## config.mk

```make
export PLATFORM = sky130hd
export DESIGN_NAME = radix_integer_to_ascii
export DESIGN_NICKNAME = d
export VERILOG_FILES = /design/src/ritoa_pkg.sv /design/src/ritoa_dabble.sv /design/src/ritoa_emit.sv /design/src/radix_integer_to_ascii.sv
export VERILOG_INCLUDE_DIRS = /design/src /design/src/src
export SDC_FILE = /design/constraint.sdc
export NUM_CORES = 1
export LEC_CHECK = 0
export ABC_CLOCK_PERIOD_IN_PS = 3260
export BUFFER_PORTS_ARGS = -buffer_cell sky130_fd_sc_hd__buf_2
export CAP_MARGIN = 0
export CORE_MARGIN = 10
export CORE_UTILIZATION = 30
export DETAILED_ROUTE_END_ITERATION = 8
export GPL_TIMING_DRIVEN = 0
export PLACE_DENSITY = 0.56
export SYNTH_ARGS = -nofsm -noshare
export SYNTH_HDL_FRONTEND = slang
export SYNTH_HIERARCHICAL = 1
export SYNTH_SLANG_ARGS = --single-unit
```

## constraint.sdc

```tcl
create_clock -name clk -period 3.26 [get_ports clk]
set_input_delay 0.652 -clock clk [delete_from_list [all_inputs] [get_ports clk]]
set_output_delay 0.652 -clock clk [all_outputs]
set_load 0.02 [all_outputs]
```

## src/radix_integer_to_ascii_macros.svh

```systemverilog
// Assertion macros shared by the radix integer-to-ASCII converter RTL.
`ifndef RADIX_INTEGER_TO_ASCII_MACROS_SVH
`define RADIX_INTEGER_TO_ASCII_MACROS_SVH
`ifndef SYNTH
`define RITOA_ASSERT_IMP(lbl, clk, rstn, ante, cons) \
	lbl: assert property (@(posedge clk) disable iff (!rstn) (ante) |-> (cons)) \
		else $error("same-cycle implication check failed");
`define RITOA_ASSERT_NXT(lbl, clk, rstn, ante, cons) \
	lbl: assert property (@(posedge clk) disable iff (!rstn) (ante) |=> (cons)) \
		else $error("next-cycle implication check failed");
`else
`define RITOA_ASSERT_IMP(lbl, clk, rstn, ante, cons)
`define RITOA_ASSERT_NXT(lbl, clk, rstn, ante, cons)
`endif
`endif

```

## src/ritoa_pkg.sv

```systemverilog
// Shared constants, types and the digit-to-character function of the converter.
package ritoa_pkg;

	localparam int VALUE_WIDTH_DEF = 32;

	// Radix mode codes carried on the func field.
	localparam logic [2:0] FUNC_BIN  = 3'd0;
	localparam logic [2:0] FUNC_OCT  = 3'd1;
	localparam logic [2:0] FUNC_DEC  = 3'd2;
	localparam logic [2:0] FUNC_HEXL = 3'd3;
	localparam logic [2:0] FUNC_HEXU = 3'd4;

	// Bits per digit for each radix.
	localparam logic [2:0] DIG_BITS_BIN = 3'd1;
	localparam logic [2:0] DIG_BITS_OCT = 3'd3;
	localparam logic [2:0] DIG_BITS_HEX = 3'd4;

	localparam logic [3:0] DEC_RADIX  = 4'd10;
	localparam logic [6:0] CHAR_ZERO  = 7'h30;
	localparam logic [6:0] CHAR_LOWER = 7'h61;
	localparam logic [6:0] CHAR_UPPER = 7'h41;

	typedef struct packed {
		logic       load;
		logic       decimal;
		logic [2:0] dig_bits;
		logic       upper;
	} emit_cmd_t;

	function automatic logic [6:0] digit_char(input logic [3:0] d, input logic upper);
		logic [6:0] base;
		base = upper ? CHAR_UPPER : CHAR_LOWER;
		if (d < DEC_RADIX) begin
			return CHAR_ZERO + {3'b000, d};
		end
		return base + {3'b000, d} - {3'b000, DEC_RADIX};
	endfunction

endpackage

```

## src/ritoa_dabble.sv

```systemverilog
// Bit-serial binary to BCD converter using the shift-and-add-three method.
module ritoa_dabble #(
	parameter int VALUE_WIDTH = 32,
	parameter int NDIG = 10
) (
	input  logic                   clk,
	input  logic                   arst_n,
	input  logic                   start,
	input  logic [VALUE_WIDTH-1:0] value,
	output logic [4*NDIG-1:0]      bcd,
	output logic                   done
);
	localparam int CW = $clog2(VALUE_WIDTH + 1);

	logic [VALUE_WIDTH-1:0] val_q;
	logic [4*NDIG-1:0]      bcd_q;
	logic [4*NDIG-1:0]      adj;
	logic [CW-1:0]          cnt_q;
	logic                   busy_q;
	logic                   done_q;

	// Every BCD digit of five or more gets three added before the shift.
	always_comb begin
		for (int i = 0; i < NDIG; i++) begin
			adj[4*i +: 4] = (bcd_q[4*i +: 4] >= 4'd5) ? bcd_q[4*i +: 4] + 4'd3
				: bcd_q[4*i +: 4];
		end
	end

	always_ff @(posedge clk or negedge arst_n) begin
		if (!arst_n) begin
			busy_q <= 1'b0;
			done_q <= 1'b0;
			cnt_q  <= '0;
		end else begin
			done_q <= 1'b0;
			if (start) begin
				busy_q <= 1'b1;
				cnt_q  <= CW'(VALUE_WIDTH);
			end else if (busy_q) begin
				cnt_q <= cnt_q - CW'(1);
				if (cnt_q == CW'(1)) begin
					busy_q <= 1'b0;
					done_q <= 1'b1;
				end
			end
		end
	end

	always_ff @(posedge clk) begin
		if (start) begin
			val_q <= value;
			bcd_q <= '0;
		end else if (busy_q) begin
			val_q <= val_q << 1;
			bcd_q <= {adj[4*NDIG-2:0], val_q[VALUE_WIDTH-1]};
		end
	end

	assign bcd  = bcd_q;
	assign done = done_q;

endmodule

```

## src/ritoa_emit.sv

```systemverilog
// Digit shifter that walks a left-aligned digit vector and drives the output register.
module ritoa_emit #(
	parameter int PW = 36,
	parameter int NDIG = 10,
	parameter int EW = 40
) (
	input  logic                 clk,
	input  logic                 arst_n,
	input  ritoa_pkg::emit_cmd_t cmd,
	input  logic [EW-1:0]        vec,
	output logic                 digit_valid,
	input  logic                 digit_stall,
	output logic [6:0]           char_code,
	output logic [5:0]           digit_index,
	output logic                 last,
	output logic                 done
);
	import ritoa_pkg::*;

	localparam int SW = $clog2(PW + 1);

	logic [EW-1:0] vec_q;
	logic [EW-1:0] vec_next;
	logic [SW-1:0] slot_q;
	logic [SW-1:0] slots;
	logic [2:0]    dig_bits_q;
	logic          upper_q;
	logic          busy_q;
	logic          started_q;
	logic [5:0]    cnt_q;
	logic          valid_q;
	logic [6:0]    char_q;
	logic [5:0]    idx_q;
	logic          last_q;
	logic [3:0]    dig;
	logic          final_slot;
	logic          adv;
	logic          emit_now;

	always_comb begin
		case (dig_bits_q)
			DIG_BITS_BIN: begin
				dig      = {3'b000, vec_q[EW-1]};
				vec_next = vec_q << 1;
			end
			DIG_BITS_OCT: begin
				dig      = {1'b0, vec_q[EW-1 -: 3]};
				vec_next = vec_q << 3;
			end
			default: begin
				dig      = vec_q[EW-1 -: 4];
				vec_next = vec_q << 4;
			end
		endcase
	end

	always_comb begin
		if (cmd.decimal) begin
			slots = SW'(NDIG);
		end else begin
			case (cmd.dig_bits)
				DIG_BITS_BIN: slots = SW'(PW);
				DIG_BITS_OCT: slots = SW'(PW / 3);
				default:      slots = SW'(PW / 4);
			endcase
		end
	end

	// Leading zero digits are skipped, but the final slot always emits.
	assign final_slot = (slot_q == SW'(1));
	assign adv        = busy_q && (!valid_q || !digit_stall);
	assign emit_now   = started_q || (dig != 4'd0) || final_slot;

	always_ff @(posedge clk or negedge arst_n) begin
		if (!arst_n) begin
			busy_q    <= 1'b0;
			started_q <= 1'b0;
			cnt_q     <= '0;
			slot_q    <= '0;
			valid_q   <= 1'b0;
		end else begin
			if (adv && emit_now) begin
				valid_q <= 1'b1;
			end else if (valid_q && !digit_stall) begin
				valid_q <= 1'b0;
			end
			if (cmd.load) begin
				busy_q    <= 1'b1;
				started_q <= 1'b0;
				cnt_q     <= '0;
				slot_q    <= slots;
			end else if (adv) begin
				slot_q <= slot_q - SW'(1);
				if (emit_now) begin
					started_q <= 1'b1;
					cnt_q     <= cnt_q + 6'd1;
				end
				if (final_slot) begin
					busy_q <= 1'b0;
				end
			end
		end
	end

	always_ff @(posedge clk) begin
		if (cmd.load) begin
			vec_q      <= vec;
			dig_bits_q <= cmd.dig_bits;
			upper_q    <= cmd.upper;
		end else if (adv) begin
			vec_q <= vec_next;
		end
		if (adv && emit_now) begin
			char_q <= digit_char(dig, upper_q);
			idx_q  <= cnt_q + 6'd1;
			last_q <= final_slot;
		end
	end

	assign digit_valid = valid_q;
	assign char_code   = char_q;
	assign digit_index = idx_q;
	assign last        = last_q;
	assign done        = adv && final_slot;

endmodule

```

## src/radix_integer_to_ascii.sv

```systemverilog
// Top level of the radix integer-to-ASCII converter: input control and unit wiring.
//
// An item transaction (item_valid, item_stall, value, func) brings one unsigned value and a
// radix mode: binary, octal, decimal, hex lower case or hex upper case. The block answers
// with one digit transaction (digit_valid, digit_stall) per ASCII character, most
// significant first, no leading zeros, carrying char_code, digit_index and last.
// Decimal zero gives a single '0'; zero in the other radices, and an unused mode, give no
// digit transactions at all. One item is worked at a time; item_stall is high while busy.
// Decimal passes through the bit-serial BCD converter, which shifts in all VALUE_WIDTH
// bits, and then through NDIG (10 for 32 bits) digit slots; binary, octal and hex load
// the shifter straight from the input, with one digit slot per digit of the value
// padded to a multiple of 12 bits (36, 12 and 9 at 32 bits). The digit shifter moves
// one digit slot per cycle while the digit side does not stall, and sets the pace. A
// stall on the digit side holds the output register and freezes the shifter; the last
// digit may wait in the output register while the next item is already taken. Reset
// clears all control state and drops digit_valid; nothing else is kept between items.
`include "radix_integer_to_ascii_macros.svh"
module radix_integer_to_ascii #(
	parameter int VALUE_WIDTH = ritoa_pkg::VALUE_WIDTH_DEF
) (
	input  logic                   clk,
	input  logic                   arst_n,
	input  logic                   item_valid,
	output logic                   item_stall,
	input  logic [VALUE_WIDTH-1:0] value,
	input  logic [2:0]             func,
	output logic                   digit_valid,
	input  logic                   digit_stall,
	output logic [6:0]             char_code,
	output logic [5:0]             digit_index,
	output logic                   last
);
	import ritoa_pkg::*;

	// Decimal digit count is floor(width * log10(2)) + 1.
	localparam int NDIG = (VALUE_WIDTH * 30103) / 100000 + 1;
	// Padding to a multiple of 12 bits lets 1, 3 and 4 bit digits all align.
	localparam int PW = ((VALUE_WIDTH + 11) / 12) * 12;
	localparam int EW = (PW > 4 * NDIG) ? PW : 4 * NDIG;

	typedef enum logic [1:0] {
		ST_IDLE,
		ST_DABBLE,
		ST_EMIT
	} state_t;

	state_t            st_q;
	logic              accept;
	logic              func_ok;
	logic              value_zero;
	logic              dab_start;
	logic              dab_done;
	logic [4*NDIG-1:0] bcd;
	logic              emit_done;
	emit_cmd_t         cmd;
	logic [EW-1:0]     vec;
	logic [PW-1:0]     padded;

	assign item_stall = (st_q != ST_IDLE);
	assign accept     = item_valid && !item_stall;
	assign func_ok    = (func <= FUNC_HEXU);
	assign value_zero = (value == '0);
	assign dab_start  = accept && (func == FUNC_DEC);
	assign padded     = PW'(value);

	// The shifter is loaded straight from the input for the power-of-two radices, and
	// from the BCD converter once it finishes for decimal. Zero in a power-of-two radix
	// and an unused mode load nothing, so the item simply vanishes.
	always_comb begin
		cmd.load    = dab_done || (accept && func_ok && (func != FUNC_DEC) && !value_zero);
		cmd.decimal = dab_done;
		cmd.upper   = !dab_done && (func == FUNC_HEXU);
		if (dab_done) begin
			cmd.dig_bits = DIG_BITS_HEX;
		end else begin
			case (func)
				FUNC_BIN: cmd.dig_bits = DIG_BITS_BIN;
				FUNC_OCT: cmd.dig_bits = DIG_BITS_OCT;
				default:  cmd.dig_bits = DIG_BITS_HEX;
			endcase
		end
		if (dab_done) begin
			vec = EW'(bcd) << (EW - 4 * NDIG);
		end else begin
			vec = EW'(padded) << (EW - PW);
		end
	end

	always_ff @(posedge clk or negedge arst_n) begin
		if (!arst_n) begin
			st_q <= ST_IDLE;
		end else begin
			case (st_q)
				ST_IDLE: begin
					if (dab_start) begin
						st_q <= ST_DABBLE;
					end else if (cmd.load) begin
						st_q <= ST_EMIT;
					end
				end
				ST_DABBLE: begin
					if (dab_done) begin
						st_q <= ST_EMIT;
					end
				end
				ST_EMIT: begin
					if (emit_done) begin
						st_q <= ST_IDLE;
					end
				end
				default: st_q <= ST_IDLE;
			endcase
		end
	end

	ritoa_dabble #(
		.VALUE_WIDTH(VALUE_WIDTH),
		.NDIG(NDIG)
	) u_dabble (
		.clk(clk),
		.arst_n(arst_n),
		.start(dab_start),
		.value(value),
		.bcd(bcd),
		.done(dab_done)
	);

	ritoa_emit #(
		.PW(PW),
		.NDIG(NDIG),
		.EW(EW)
	) u_emit (
		.clk(clk),
		.arst_n(arst_n),
		.cmd(cmd),
		.vec(vec),
		.digit_valid(digit_valid),
		.digit_stall(digit_stall),
		.char_code(char_code),
		.digit_index(digit_index),
		.last(last),
		.done(emit_done)
	);

	// An item with an unused mode leaves the block ready for the next one.
	`RITOA_ASSERT_NXT(a_bad_func_ready, clk, arst_n, accept && (func > FUNC_HEXU), !item_stall)
	// The BCD converter only finishes while the control waits for it.
	`RITOA_ASSERT_IMP(a_dab_done_state, clk, arst_n, dab_done, st_q == ST_DABBLE)
	// A digit that is not the last one means the shifter still has slots to go.
	`RITOA_ASSERT_IMP(a_mid_digit_busy, clk, arst_n, digit_valid && !last, st_q == ST_EMIT)

endmodule

```

* Yosys cells after proc, flatten, opt, wreduce, memory -nomap -nowiden *
Cells that the tools add are included.

storage, ports and cells
  bits of input ports = 39
  word-level logic and storage cells = 144
  output and inout port bits = 16
  register bits after elaboration = 155

operators by class
  equality and inequality tests = 15
  $lt $le $gt $ge = 12
  reduce and logical (&&, ||, !) cells = 32
  multiplexer cells = 52
  $add $sub $neg = 16

operators with widths
  kind                                                                    count
  40-bit 2-to-1 mux                                                       3
  40-bit case mux with 2 select lines                                     1
  32-bit 2-to-1 mux                                                       2
  6-bit 2-to-1 mux                                                        9
  4-bit by 3-bit >= comparator with 1-bit output (second input constant)  10
  4-bit by 2-bit adder with 4-bit output (second input constant)          9
  4-bit 2-to-1 mux                                                        9
  32-bit logical NOT                                                      1
  1-bit 2-to-1 mux                                                        16
  7-bit 2-to-1 mux                                                        2
  6-bit by 1-bit == test with 1-bit output (second input constant)        2
  6-bit case mux with 2 select lines                                      1
  2-bit nonzero test                                                      6
  6-bit by 1-bit subtractor with 6-bit output (second input constant)     2
  1-bit logical AND                                                       10
  3-bit by 1-bit == test with 1-bit output (second input constant)        3
  3-bit by 2-bit == test with 1-bit output (second input constant)        3
  2-bit 2-to-1 mux                                                        4
  4-bit case mux with 2 select lines                                      1
  6-bit by 4-bit adder with 7-bit output (first input constant)           1
  7-bit by 4-bit adder with 7-bit output                                  1
  7-bit by 4-bit subtractor with 7-bit output (second input constant)     1
  6-bit by 1-bit adder with 6-bit output (second input constant)          1
  3-bit 2-to-1 mux                                                        2
  other kinds (19)                                                        27

* Logic depth before layout (Yosys ltp) *
  depth in word-level cells = 10
  depth in mapped cells = 10
  depth with buffers taken out = 8

* By module *
Netlist, hierarchy kept.

by module, submodules not included
  module                  sequential area each (µm²)  instances  area an instance (µm²)  cells an instance
  ritoa_dabble            1961.9                      1          4190.3                  413
  ritoa_emit              2117.0                      1          4175.3                  417
  radix_integer_to_ascii  50.0                        1          660.6                   73

* Least setup slack after synthesis *
No wires, ideal clock.

  kind = input -> register
  start = input value[7]
  end = register u_emit.slot_q[5]
  library setup time = 121 ps
  setup slack = 199 ps
  data required time = 3139 ps
  arrival time = 2939 ps
  path buffers = 1
  cell stages on the path = 8
  path through = nor4_1 nand4_1 o2111ai_2 nand2b_1 buf_4 nand2b_1 o21a_1 o22a_1

RTL lines
  item                    RTL line                      text
  start: declaration      radix_integer_to_ascii.sv:25  input logic [VALUE_WIDTH-1:0] value,
  end signal: assignment  ritoa_emit.sv:91              slot_q <= slots;
  end signal: assignment  ritoa_emit.sv:93              slot_q <= slot_q - SW'(1);
  end: declaration        ritoa_emit.sv:24              logic [SW-1:0] slot_q;

==> summary.md <==
| Metric | Value |
|---|---|
| FMAX | around 0.33 GHz |
| Die Height | ~190 um |
| Residual DRC count | 0 |
| Number of inserted diodes | 0 |
| IO Count | 55 |
| R2r startpoint | u_emit/dig_bits_q[0] |
| Worst rel slew slack | about two fifths |
| Yosys cell types | between 70 and 80 |
| Slowest stage cell, crit path | nor4_1 |
| Core footprint | around 0.030 sq mm |
| Final setup vio count | 0 |
| WHS | 0.239 ns |
| CTS sink count | 155 |
| Die area | 0.0374 sq mm |
| Commonest non-fill, non-tap cells in the layout | edfxtp_1 (90), buf_2 (86), nor2_1 (81) |
| VDD IR max | between 0.0003 and 0.0004 V |
| Worst Tran Pin Value | 0.901 ns |
| Syn avg cell area | around 10 sq um |
| # resized after CTS | 0 |
| Fin. max-slew vios | 0 |
| MaxCap Viol Count | 0 |
| PwrDens | ~1000 mW/mm^2 |
| HPWL Detailed | 18.0 mm |
| GRT overflow | 0 |
| Crit Path Class | input pin to register |
| Dpl cells | 1348 |
| Critical Path RT | 3.43 ns |
| Final hold vios | 0 |
| Synth warn | 6 |
| Most common cell after layout, fill and taps aside | edfxtp_1 |
| R2r setup slk | a little over 0.4 ns |
| First-pass GRT wire length | slightly below 40 mm |
| CP Buf/Inv Count | 4 |
| Vias per std cell | just over 5 |
| CP Launch Type | input pin |
| Vias in the first global route | between 6000 and 7000 |
| Tmin final | slightly above 3 ns |
| Maximum number of pins on one net before global-route repair | 40 |
| Post-Synthesis Cells | 903 |
| Root buf cell | clkbuf_16 |
| Main synth FF type | edfxtp_1 |
| H-tree Lvls | 4 |
| Worst setup EP type | register |
| Initial Utilization | a little under a third |
| Number of flops mapped to enable cells by yosys | 90 |
| RD Place Congestion | about 0.84 |
| Final Routed Wirelength | 24.6 mm |
| CP Max Fanout | 10 |
| Synth-to-layout area growth | 15.2% |
| CTS clk-pin slew, worst paths | roughly 0.06 ns |
| Initial antenna violation count | 0 |
| Ys async rst share | between 10% and 20% |
| Mapped Area | between 0.009 and 0.01 sq mm |
| CP most frequent cell | buf_4 |
| Port Buffers | 54 |
| Clock Path Buffers | 2 |
| Seq/Total Area, Yosys | a little under half |
| Outcome | completed |
| Vias | 7016 |
| CP max stage delay | around 0.5 ns |
| Leak | between 0.003 and 0.004 uW |
| Clock skew | ~0.011 ns |
| End of the worst register-to-register path | u_emit/char_code[1] |
| Width of the chip | around 190 um |
| Fraction of layout cells with a size suffix above 1 | about 23% |
| First-pass DRT Iterations | 6 |
| CP Cell Sequence | buf_2 > nor4_1 > nand4_1 > o2111ai_2 > nand2b_1 > buf_4 > buf_4 > clkbuf_1 > nand2_1 > o31ai_1 |
| Cells on worst reg2reg path | 9 |
| Drt wl/cell | around 18 um |
| WP data arrival | 3.21 ns |
| Finished Layout Cells | roughly 1400 |
| TritonCTS Buffers | 17 |
| Fillers | between 3000 and 4000 |
| # rows | 63 |
| Total Routing Usage GR | roughly 13% |
| Clock latency on the worst-skew pair | 0.44 ns |
| Postcts setup bufs | 0 |
| CTS Hold Buffers Added | 0 |
| CP top delay family | simple AND/OR/NAND/NOR gates |
| RSZ-0062 raised after global routing | no |
| Nets | 1044 |
| Antenna-violating nets left | 0 |
| Iter 0 DRT Violations | approximately 580 |
| Syn nets | just under 1000 |
| Worst hold path type | input pin to async pin |
| Post-route clock period utilization | 93.5% |
| CTS tree | built |
| #FFs+latches synth | 155 |
synthesized netlist by cell type, types with 4 or more instances:
cell type | n | share of area [%]
a21bo_2 | 9 | 1.0
a21oi_1 | 68 | 3.8
a311oi_2 | 8 | 1.3
a31oi_1 | 4 | 0.28
and2_1 | 14 | 0.97
and3_1 | 4 | 0.28
buf_2 | 32 | 1.8
buf_4 | 4 | 0.33
clkbuf_1 | 12 | 0.50
dfrtp_1 | 25 | 6.9
dfxtp_1 | 40 | 8.9
edfxtp_1 | 90 | 30
ha_1 | 27 | 3.7
inv_1 | 47 | 2.0
mux2_2 | 63 | 7.9
mux2i_1 | 40 | 4.4
nand2_1 | 73 | 3.0
nand2b_1 | 8 | 0.55
nand3_1 | 18 | 1.0
nand4_1 | 17 | 1.2
nor2_1 | 81 | 3.4
nor3_1 | 14 | 0.78
nor4_1 | 8 | 0.55
o21ai_0 | 46 | 2.6
o21ai_1 | 41 | 2.3
o22a_2 | 8 | 0.89
o22ai_1 | 10 | 0.69
o32ai_1 | 9 | 0.87
or3_1 | 9 | 0.62
xnor2_1 | 8 | 0.78
xor2_1 | 6 | 0.58
per-layer routing:
metal / vias up / part of all wire (%) / GRT usage, % / routed length, um
met5: - / 0 / 0 / 0
li1: 3445 / - / - / -
met4: 0 / 2.7 / 5.29 / 663
met3: 36 / 3.6 / 2.46 / 888
met2: 149 / 49 / 21.4 / 12000
met1: 3386 / 45 / 16.3 / 11000
power by group:
part	leakage (uW)	internal [uW]	switching, uW
Sequential	0.00153	3330	828
Combinational	0.00220	1820	2380
Clock	0.000268	1120	801
through the flow:
stage	TNS [ns]	setup slack (ns)	total power [uW]	cell area, sq um	util [%]
final	0	0.211	10300	10400	35.1
after global routing	0	0.0516	11100	10400	35.1
after CTS	0	0.116	10300	10400	35.0
after detailed placement	-19.35	-0.342	8320	9810	33.1
after global placement	-60.21	-1.19	8210	9780	33.0
after floorplan	0	0.199	7100	9030	-
worst max path at each step:
stage | startpoint | cells after the start | to
detailed placement | value[3] | 10 | u_emit/vec_q[3]
global placement | value[3] | 9 | u_emit/slot_q[5]
floorplan | value[7] | 8 | u_emit/slot_q[5]
CTS | value[3] | 10 | u_emit/vec_q[3]
finish | value[3] | 10 | u_emit/vec_q[3]
global route | value[3] | 10 | u_emit/vec_q[18]
sequential cells by signal (all words and copies together), names as in the netlist:
| register | count |
|---|---|
| u_emit/busy_q | 1 |
| u_emit/slot_q | 6 |
| u_emit/last | 1 |
| u_emit/char_code | 7 |
| u_emit/digit_index | 6 |
| u_dabble/val_q | 32 |
| u_dabble/busy_q | 1 |
| u_dabble/done | 1 |
| u_emit/started_q | 1 |
| u_emit/digit_valid | 1 |
| u_dabble/cnt_q | 6 |
| u_emit/vec_q | 40 |
| st_q | 2 |
| u_emit/cnt_q | 6 |
| u_emit/dig_bits_q | 3 |
| u_emit/upper_q | 1 |
| u_dabble/bcd | 40 |
area by class of cell:
type                    count  area, sq um  area share [%]
repair buffers             56          318            3.06
well taps                 390          488            4.69
flip-flops and latches    155         4130            39.7
plain buffers              53          278            2.67
clock buffers              19          433            4.16
clock inverters            13          128            1.23
multi-input cells         647         4440            42.7
inverters                  48          180            1.73
kinds of logic (layout without fill, tap and decap cells):
logic type / after synthesis / count (layout) / synth area share, %
and+or+nand+nor: 268 / 268 / 14.7
buffers and inverters: 101 / 189 / 5.07
xor gates and xnor gates: 14 / 14 / 1.36
adders and majority gates: 27 / 27 / 3.74
DFF: 155 / 155 / 45.7
AOI/OAI and AO/OA: 235 / 235 / 17.1
muxes: 103 / 103 / 12.3
Power figures use the tool's default switching activity.
